[config.mk]
export PLATFORM = sky130hd
export DESIGN_NAME = rc4_ram
export DESIGN_NICKNAME = d
export VERILOG_FILES = /design/src/rtl/rc4_ram.sv
export SDC_FILE = /design/constraint.sdc
export NUM_CORES = 2
export LEC_CHECK = 0
export BUFFER_PORTS_ARGS = -buffer_cell sky130_fd_sc_hd__buf_2
export CAP_MARGIN = 20
export CELL_PAD_IN_SITES_DETAIL_PLACEMENT = 1
export CELL_PAD_IN_SITES_GLOBAL_PLACEMENT = 1
export CORE_UTILIZATION = 51
export CTS_BUF_LIST = sky130_fd_sc_hd__clkbuf_16
export DETAILED_ROUTE_END_ITERATION = 8
export GPL_TIMING_DRIVEN = 0
export PLACE_DENSITY = 0.81
export SYNTH_ARGS = -nofsm -noshare
export SYNTH_HDL_FRONTEND = slang
export SYNTH_SLANG_ARGS = --single-unit
[constraint.sdc]
create_clock -name clk -period 2.2 [get_ports clk]
set_input_delay 0.11 -clock clk [delete_from_list [all_inputs] [get_ports clk]]
set_output_delay 0.11 -clock clk [all_outputs]
set_load 0.02 [all_outputs]
[src/rtl/rc4_ram.sv]
`default_nettype none

module rc4_ram #(
    parameter int WIDTH = 8,
    parameter int DEPTH = 256
) (
    input  wire logic                     clk,
    input  wire logic                     wr_en,
    input  wire logic [$clog2(DEPTH)-1:0] wr_addr,
    input  wire logic [WIDTH-1:0]         wr_data,
    input  wire logic [$clog2(DEPTH)-1:0] rd_addr,
    output logic      [WIDTH-1:0]         rd_data
);

    logic [WIDTH-1:0] mem [DEPTH];
    logic [WIDTH-1:0] rd_data_reg;

    // one write port, registered read of the old contents
    always_ff @(posedge clk) begin
        if (wr_en) begin
            mem[wr_addr] <= wr_data;
        end
        rd_data_reg <= mem[rd_addr];
    end

    assign rd_data = rd_data_reg;

endmodule

`default_nettype wire

==> results_dict.tcl <==
set metrics [dict create \
    status "finished with violations" \
    violations "DRC, setup timing" \
    relSlewSlack 0.222 \
    whs_ns 0.0544 \
    fill_cells 12718 \
    overflow 0 \
    fin_skew_ns 0.0299 \
    rows 144 \
    syn_inst 3733 \
    htree_num_levels 4 \
    drt_iter0_drc 7802 \
    fp.dieH_um 397 \
    timing.final.setup_violations 214 \
    synth-seq-cells 2056 \
    hold_viol_final 0 \
    place_congestion 0.987 \
    portBuffers 26 \
    synthesis.nets 3759 \
    grt_setup_unrepaired "yes" \
    viasPerCell 7.11 \
    initial_utilization 0.515 \
    peakVddDrop_v 0.000711 \
    grtUsageTotal 0.342 \
    cts.sinks 2056 \
    cts-root-buf "clkbuf_16" \
    pre_cts_slack_ns -2.44 \
    clk_pin_slew_ns 0.08 \
    crit_path_cell_trace "buf_6 -> buf_12 -> buf_8 -> buf_6 -> buf_8 -> mux2i_1 -> a221oi_1 -> o21ai_1 -> a21oi_1 -> a211oi_4 -> nor4_4" \
    avgRoutedWirePerCell_um 43.0 \
    crit_path_start_kind "input pin" \
    fin_crit_ns 2.77 \
    cp_max_fo 10 \
    drc 4 \
    powerDensity_nw_per_um2 904 \
    ios 34 \
    clock.fmax_mhz 361 \
    grt_pass1_wl_mm 365 \
    die_w_um 397 \
    dpl.hpwl_mm 169 \
    synth_edf_count 2048 \
    synth_cell_types 55 \
    yosys.area.top_type_share 0.773 \
    antenna_found_initial 19 \
    vias 44435 \
    synth_top_area_cell "edfxtp_1" \
    yosys-top-cells-area "edfxtp_1, mux4_2, mux2i_1" \
    cp.arrival_ns 3.47 \
    drive_above_1_share 0.303 \
    setup_ws_ns -0.571 \
    hp-class "in -> reg" \
    cts_tree "built" \
    core_area_um2 154000 \
    cpPeakStageDelay_ns 0.61 \
    clkLatencyLatePin_ns 0.86 \
    first_global_vias 45614 \
    drt.antenna.violating_nets 0 \
    tightest_slew_ns 1.17 \
    path_class "in -> reg" \
    crit_path_top_delay_cell "nor4_4" \
    final_max_slew_viol_count 0 \
    synthArstFlopShare 0 \
    yosys_warnings 0 \
    ys_seq_area_frac 0.775 \
    leakage_nw 28.3 \
    synth-main-ff-cell "edfxtp_1" \
    route.final.wire_length_mm 268 \
    syn_area_um2 79600 \
    cap_violations 0 \
    crit_required_ns 2.90 \
    clockBufferDepth 3 \
    first_pass_iters 8 \
    syn_avg_cell_area_um2 21.3 \
    syn2layout_area_growth_pct 15.0 \
    fin_nets 4048 \
    finalCritPeriodShare 1.26 \
    dieArea_um2 158000 \
    grt_max_degree 168 \
    end_kind "flip-flop" \
    largest_register_ffs 2048 \
    cts_buffers 202 \
]
-- synthesized netlist by cell type (2+ instances only) --
master / number
nand3b_1: 2
o22a_1: 5
buf_12: 8
a31oi_1: 2
nor4_1: 24
and2_1: 6
a22oi_1: 133
a22o_1: 8
o211ai_1: 10
a221oi_1: 13
a2111oi_0: 2
buf_1: 22
buf_4: 27
nor2b_1: 31
a211oi_1: 16
or2_2: 4
clkbuf_1: 111
edfxtp_1: 2048
mux2i_1: 134
o21ai_1: 2
nand2_1: 33
buf_6: 21
nand3_1: 34
buf_8: 13
o22ai_1: 28
nor2_1: 282
mux4_1: 2
nor3_1: 22
buf_2: 31
dfxtp_1: 8
nor4_2: 3
o21ai_0: 10
and3b_1: 2
a21oi_1: 96
nand4_1: 10
o32ai_1: 4
o221ai_1: 46
nand2b_1: 8
mux4_2: 454
a311oi_1: 2
a2111oi_1: 2
-- layer usage --
| metal | GRT usage | vias to the layer above | part of all wire |
|---|---|---|---|
| li1 | - | 16302 | - |
| met1 | 0.419 | 22979 | 0.33 |
| met2 | 0.512 | 4118 | 0.45 |
| met3 | 0.120 | 1016 | 0.14 |
| met4 | 0.235 | 20 | 0.077 |
| met5 | 0 | - | 0.00051 |
-- cells in the final DEF, fill, tap and decap left out, drive strengths merged, types with 4 or more instances in the layout --
cell / n
or2: 4
a22o: 8
o22a: 5
diode: 14
a2111oi: 5
mux2i: 134
clkinvlp: 10
o22ai: 28
o21ai: 12
o32ai: 5
o221ai: 47
o211ai: 10
a221oi: 14
mux4: 456
a21oi: 96
nand3: 34
bufinv: 15
inv: 63
buf: 202
clkbuf: 307
and2: 6
nor2b: 31
clkinv: 86
nand4: 10
a22oi: 133
a211oi: 16
edfxtp: 2048
dlygate4sd3: 8
dfxtp: 8
nand2b: 8
nand2: 33
nor3: 22
nor2: 282
nor4: 27
-- worst max-delay path, delay by kind of cell --
| kind | cells | cell delay (ns) |
|---|---|---|
| buffers and inverters | 5 | 1.21 |
| AO/OA/AOI/OAI | 4 | 1.37 |
| AND/OR/NAND/NOR | 1 | 0.61 |
| multiplexers | 1 | 0.12 |
-- worst paths after layout --
| check | startpoint | endpoint | slack (ns) | cells after the start |
|---|---|---|---|---|
| worst max register to register | mem[80][5]$_DFFE_PP_ | rd_data[5]$_DFF_P_ | -0.50 | 6 |
| worst min-delay path | wr_addr[4] | mem[191][5]$_DFFE_PP_ | 0.05 | 3 |
| worst max-delay path | rd_addr[0] | rd_data[3]$_DFF_P_ | -0.57 | 11 |
| worst min register to register | mem[60][4]$_DFFE_PP_ | rd_data[4]$_DFF_P_ | 1.45 | 7 |
-- power breakdown --
part           switching, mW  internal (mW)  total, mW
registers             0.0370           43.2       43.2
clock network           15.6           18.5       34.2
logic                   3.74           1.63       5.37
-- what timing repair did --
item                                     CTS  global route
endpoints found under the hold margin    937             0
buffers inserted                           8             2
resized for setup                        380           167
endpoints found under the setup margin  1272           804
pin swaps                                 18            19
hold buffers                               8             0
-- layout make-up --
type	count	area, µm²	area share
diodes	14	35.0	0.000383
clock buffers	202	5050	0.0552
flip-flops and latches	2056	61700	0.674
clock inverters	172	1360	0.0148
inverters	2	11.3	0.000123
multi-input cells	1442	18000	0.197
well taps	2044	2560	0.0279
plain buffers	231	1760	0.0192
repair buffers	87	1070	0.0117
-- metrics by stage --
step                cells  utilization  area [µm²]  total power, mW  setup TNS [ns]
global placement     5803        0.533       82200             48.5        -5848.28
detailed placement   5846        0.538       83000             48.7        -1879.60
CTS                  6232        0.589       90900             82.1          -24.75
floorplan            3733            -       79600             46.2               0
finish               6250        0.593       91500             82.7          -12.36
global route         6239        0.593       91500             83.7           -2.03
-- kinds of logic after synthesis --
kind of cell	after synthesis	share of synthesized area
compound gates	385	0.0342
buf+inv	235	0.0183
flops	2056	0.775
mux	591	0.146
simple gates	466	0.0263
(Power assumes the default switching activity.)
