--- config.mk ---
export PLATFORM = sky130hd
export DESIGN_NAME = rc4_perm
export DESIGN_NICKNAME = d
export VERILOG_FILES = /design/src/rtl/rc4_pkg.sv /design/src/rtl/rc4_ram.sv /design/src/rtl/rc4_perm.sv
export SDC_FILE = /design/constraint.sdc
export NUM_CORES = 2
export LEC_CHECK = 0
export ABC_CLOCK_PERIOD_IN_PS = 3200
export BUFFER_PORTS_ARGS = -buffer_cell sky130_fd_sc_hd__buf_2
export CORE_UTILIZATION = 30
export DETAILED_ROUTE_END_ITERATION = 16
export PLACE_DENSITY = 0.49
export SETUP_SLACK_MARGIN = 0.15
export SYNTH_ARGS = -nofsm -noshare
export SYNTH_HDL_FRONTEND = slang
export SYNTH_HIERARCHICAL = 1
export SYNTH_SLANG_ARGS = --single-unit
--- constraint.sdc ---
create_clock -name aclk -period 3.2 [get_ports aclk]
set_input_delay 0.64 -clock aclk [delete_from_list [all_inputs] [get_ports aclk]]
set_output_delay 0.64 -clock aclk [all_outputs]
set_load 0.01 [all_outputs]
--- src/rtl/rc4_pkg.sv ---
`default_nettype none

package rc4_pkg;

    localparam int BYTE_W     = 8;
    localparam int SBOX_DEPTH = 256;
    localparam int ADDR_W     = $clog2(SBOX_DEPTH);
    localparam int KEY_LEN_W  = 9;
    localparam int ACT_W      = 2;
    localparam int S_DATA_W   = 24;

    localparam logic [KEY_LEN_W-1:0] MAX_KEY_BYTES = 9'd256;
    localparam logic [KEY_LEN_W-1:0] KEY_LEN_RESET = 9'd16;

    // item kind carried on s_tuser
    typedef enum logic [ACT_W-1:0] {
        ACT_LOAD_KEY = 2'd0,
        ACT_SCHEDULE = 2'd1,
        ACT_DATA     = 2'd2
    } action_t;

    // sequencer states
    typedef enum logic [8:0] {
        ST_IDLE       = 9'b000000001,
        ST_GEN_J      = 9'b000000010,
        ST_GEN_SWAP_I = 9'b000000100,
        ST_GEN_SWAP_J = 9'b000001000,
        ST_GEN_OUT    = 9'b000010000,
        ST_KS_READ    = 9'b000100000,
        ST_KS_J       = 9'b001000000,
        ST_KS_SWAP_K  = 9'b010000000,
        ST_KS_SWAP_J  = 9'b100000000
    } state_t;

    // access request to the permutation table
    typedef struct packed {
        logic              clear;
        logic              wr_en;
        logic [ADDR_W-1:0] wr_addr;
        logic [BYTE_W-1:0] wr_data;
        logic [ADDR_W-1:0] rd_addr;
    } perm_req_t;

endpackage

`default_nettype wire

--- src/rtl/rc4_ram.sv ---
`default_nettype none

module rc4_ram #(
    parameter int WIDTH = 8,
    parameter int DEPTH = 256
) (
    input  wire logic                     clk,
    input  wire logic                     wr_en,
    input  wire logic [$clog2(DEPTH)-1:0] wr_addr,
    input  wire logic [WIDTH-1:0]         wr_data,
    input  wire logic [$clog2(DEPTH)-1:0] rd_addr,
    output logic      [WIDTH-1:0]         rd_data
);

    logic [WIDTH-1:0] mem [DEPTH];
    logic [WIDTH-1:0] rd_data_reg;

    // one write port, registered read of the old contents
    always_ff @(posedge clk) begin
        if (wr_en) begin
            mem[wr_addr] <= wr_data;
        end
        rd_data_reg <= mem[rd_addr];
    end

    assign rd_data = rd_data_reg;

endmodule

`default_nettype wire

--- src/rtl/rc4_perm.sv ---
`default_nettype none

module rc4_perm (
    input  wire logic                      aclk,
    input  wire logic                      aresetn,
    input  wire rc4_pkg::perm_req_t        req,
    output logic      [rc4_pkg::BYTE_W-1:0] rd_data
);

    import rc4_pkg::*;

    logic [SBOX_DEPTH-1:0] valid_reg;
    logic [SBOX_DEPTH-1:0] valid_next;
    logic                  rd_valid_reg;
    logic [ADDR_W-1:0]     rd_addr_reg;
    logic [BYTE_W-1:0]     ram_q;

    rc4_ram #(
        .WIDTH (BYTE_W),
        .DEPTH (SBOX_DEPTH)
    ) u_ram (
        .clk     (aclk),
        .wr_en   (req.wr_en),
        .wr_addr (req.wr_addr),
        .wr_data (req.wr_data),
        .rd_addr (req.rd_addr),
        .rd_data (ram_q)
    );

    // written marks; a clear returns the whole table to identity at once
    always_comb begin
        valid_next = valid_reg;
        if (req.clear) begin
            valid_next = '0;
        end else if (req.wr_en) begin
            valid_next[req.wr_addr] = 1'b1;
        end
    end

    always_ff @(posedge aclk) begin
        if (!aresetn) begin
            valid_reg <= '0;
        end else begin
            valid_reg <= valid_next;
        end
    end

    // mark and address are registered alongside the ram read
    always_ff @(posedge aclk) begin
        rd_valid_reg <= valid_reg[req.rd_addr];
        rd_addr_reg  <= req.rd_addr;
    end

    // an entry never written holds its own index
    assign rd_data = rd_valid_reg ? ram_q : rd_addr_reg;

endmodule

`default_nettype wire

==> flow_metrics.tcl <==
set metrics [dict create \
    status "completed" \
    max_clock_freq_mhz 343 \
    crit_path_end_kind "primary output" \
    antenna_found_initial 7 \
    cts-resized-gates 1 \
    setup_tns_ns 0 \
    synth_ff_type "edfxtp_1" \
    crit_required_ns 2.56 \
    dp.cells 9257 \
    instances_no_fill 9729 \
    grt_pass1_wl_um 370000 \
    slowest_delay_ns 0.45 \
    ys_async_sr_fraction 0 \
    timing.final.hold_violations 0 \
    start_util 0.303 \
    via_count 49100 \
    crit_fanout 8 \
    finalCritPeriodShare 0.912 \
    maxSlewHeadroom 0.217 \
    clkTransAtPathRegs_ns 0.06 \
    rrSetupSlack_ns 0.39 \
    yosys.area.top_type "edfxtp_1" \
    cts-buffers-inserted 276 \
    cp-startpoint "rd_valid_reg$_DFF_P_" \
    period_minus_slack_ns 2.92 \
    synth.ff_latch_count 2321 \
    largest_reg_flops 2048 \
    max-cap-violations 0 \
    drtAntennaViolNets 0 \
    hpwl_um 169000 \
    clock_sinks 2321 \
    peakVddDrop_v 0.000652 \
    area_delta_synth_final_pct 20.5 \
    num_rows 200 \
    setup_viol 0 \
    clk_path_buf_depth 4 \
    crit_path_cell_trace "buf_4 -> mux2_2 -> buf_2" \
    timing.rr.start "u_ram/mem[101][4]$_DFFE_PP_" \
    ys_warn_count 6 \
    fin_skew_ns 0.0578 \
    wl_um 257000 \
    critPathKind "flop to primary output" \
    htreeDepth 5 \
    worst_slack_ns 0.281 \
    layout-drive-gt1-share 0.288 \
    cpMaxStageDelayCell "mux2_2" \
    grt_max_degree 153 \
    worstHoldStart "req[13]" \
    ioPinCount 36 \
    pwr_density_cell_mw_per_mm2 610 \
    postCtsHoldBufs 0 \
    cts_tree "yes" \
    dieArea_mm2 0.303 \
    globalplace.congestion 0.810 \
    die_h_um 550 \
    wl_per_cell_um 26.4 \
    syn_inst 4896 \
    postSynthNetCount 4924 \
    avgSynthCellArea_um2 18.4 \
    dieWidth_um 550 \
    root_buffer "clkbuf_16" \
    dp_slack_ns -0.938 \
    worstHoldPathCells 1 \
    grt_overflow 0 \
    critPathArrivalTime_ns 2.28 \
    cts_setup_buffers 0 \
    nets 5624 \
    leakage_nw 35.2 \
    startpoint_type "flop" \
    crit_buf_inv 2 \
    vias_per_cell 5.05 \
    synth_seq_area_share 0.743 \
    drc_errors 0 \
    hp-class "input port to flop" \
    netlist_top_cells_area "edfxtp_1 68%, mux4_2 12%, dfxtp_1 6.1%, nor2_1 2.3%, mux2i_1 2.1%" \
    rsz0062_at_grt "false" \
    grt.total_usage 0.169 \
    synth_edf_count 2048 \
    first_pass_iters 5 \
    min_to "u_ram/mem[113][5]$_DFFE_PP_" \
    tightest_slew_ns 1.17 \
    insertion_delay_ns 0.91 \
    ff2ff_path_depth 7 \
    ys_types 64 \
    portBuffers 35 \
    timing.rr.end "u_ram/rd_data[4]$_DFF_P_" \
    grt_pass1_vias 50100 \
    cpLargestDelayFamily "buffers and inverters" \
    coreArea_mm2 0.298 \
    synth_top_area_share 0.682 \
    drt_iter0_drc 4176 \
    slew_violations 0 \
    synth_area_mm2 0.0901 \
]
## area by class of cell
class	count	area [um2]
fillers	27700	189000
clock inverters	116	1000
flip-flops and latches	2321	67000
repair buffers	768	6950
diodes	4	10.0
multi-input cells	2224	21300
clock buffers	352	7390
well taps	3939	4930
inverters	5	18.8
## how the worst max path moves through the flow
stage / to / slack (ns) / cells after the start
after floorplan: u_ram/rd_data[2]$_DFF_P_ / 0.62 / 9
after global placement: u_ram/rd_data[4]$_DFF_P_ / -0.94 / 10
after detailed placement: u_ram/rd_data[4]$_DFF_P_ / -0.94 / 10
after CTS: rd_data[3] / 0.19 / 3
after global routing: rd_data[3] / 0.22 / 3
final: rd_data[1] / 0.28 / 3
## synthesized netlist by cell type, drive strengths merged (3+ instances only)
cell and count:
mux4 487, and3b 4, dfxtp 273, nor2 561, edfxtp 2048, and2 16, nand3b 4, o22a 5
and3 18, a21oi 337, o211ai 10, a31oi 20, nor2b 37, a311oi 5, a2111oi 8, mux2 18
o22ai 49, nor4 31, o32ai 5, o221ai 47, nand2 49, a221oi 21, a22o 9, inv 3
nand4 12, o21ai 21, a22oi 135, buf 143, nand2b 12, clkbuf 203, mux2i 193, nor3 33
nor3b 3, nand3 35, or2 5, a211oi 17
## report_power, final
group | total, W | switching [W] | internal (W)
Sequential | 0.0331 | 0.0000562 | 0.0330
Clock | 0.0295 | 0.0121 | 0.0175
Combinational | 0.00363 | 0.00224 | 0.00139
## metal layers
| metal | GRT usage | vias up | wire length, um |
|---|---|---|---|
| li1 | - | 21200 | - |
| met1 | 0.228 | 26300 | 112000 |
| met2 | 0.282 | 1288 | 126000 |
| met3 | 0.0253 | 354 | 12000 |
| met4 | 0.0474 | 0 | 6880 |
| met5 | 0 | - | 0 |
## cells in the final DEF, fill, tap and decap left out, types with 7 or more instances in the layout
cell	netlist	routed
buf_8	13	10
and2_1	15	14
nand2b_1	12	11
and3_1	18	18
nor2_1	561	558
buf_4	36	643
nor4_1	28	26
clkbuf_1	203	63
o211ai_1	10	10
a22o_1	9	9
o22ai_1	49	49
clkinv_2	0	25
edfxtp_1	2048	2048
nor3_1	33	28
clkinvlp_4	0	8
buf_2	36	22
dfxtp_1	273	273
nand3_1	35	26
bufinv_16	0	15
mux2_2	18	18
clkbuf_8	0	7
mux2i_1	193	193
a221oi_1	20	20
o221ai_1	46	46
a22oi_1	135	135
a31oi_1	20	20
clkbuf_16	0	282
clkinv_1	2	52
nand2_1	49	49
a211oi_1	17	17
mux4_2	484	484
nor2b_1	37	34
o21ai_0	19	19
nand3_2	0	9
buf_12	8	93
a21oi_1	337	337
clkinv_4	0	8
nand4_1	12	12
## stage by stage
stage	area (um2)	power (W)	hold slack, ns	util
6_report	109000	0.0662	0.138	0.365
4_1_cts	109000	0.0670	0.0772	0.365
2_1_floorplan	90100	0.0354	0.428	-
3_3_place_gp	100000	0.0374	0.439	0.336
5_1_grt	109000	0.0681	0.0984	0.365
3_5_place_dp	100000	0.0374	0.452	0.336
## kinds of logic (layout without fill, tap and decap cells)
family          Yosys count  count (layout)  synth area share
compound gates          700             700            0.0494
flops                  2321            2321             0.743
simple gates            826             826            0.0401
mux                     698             698             0.146
other cells               0               4                 0
buf+inv                 351            1241            0.0219
Power figures use the tool's default switching activity.
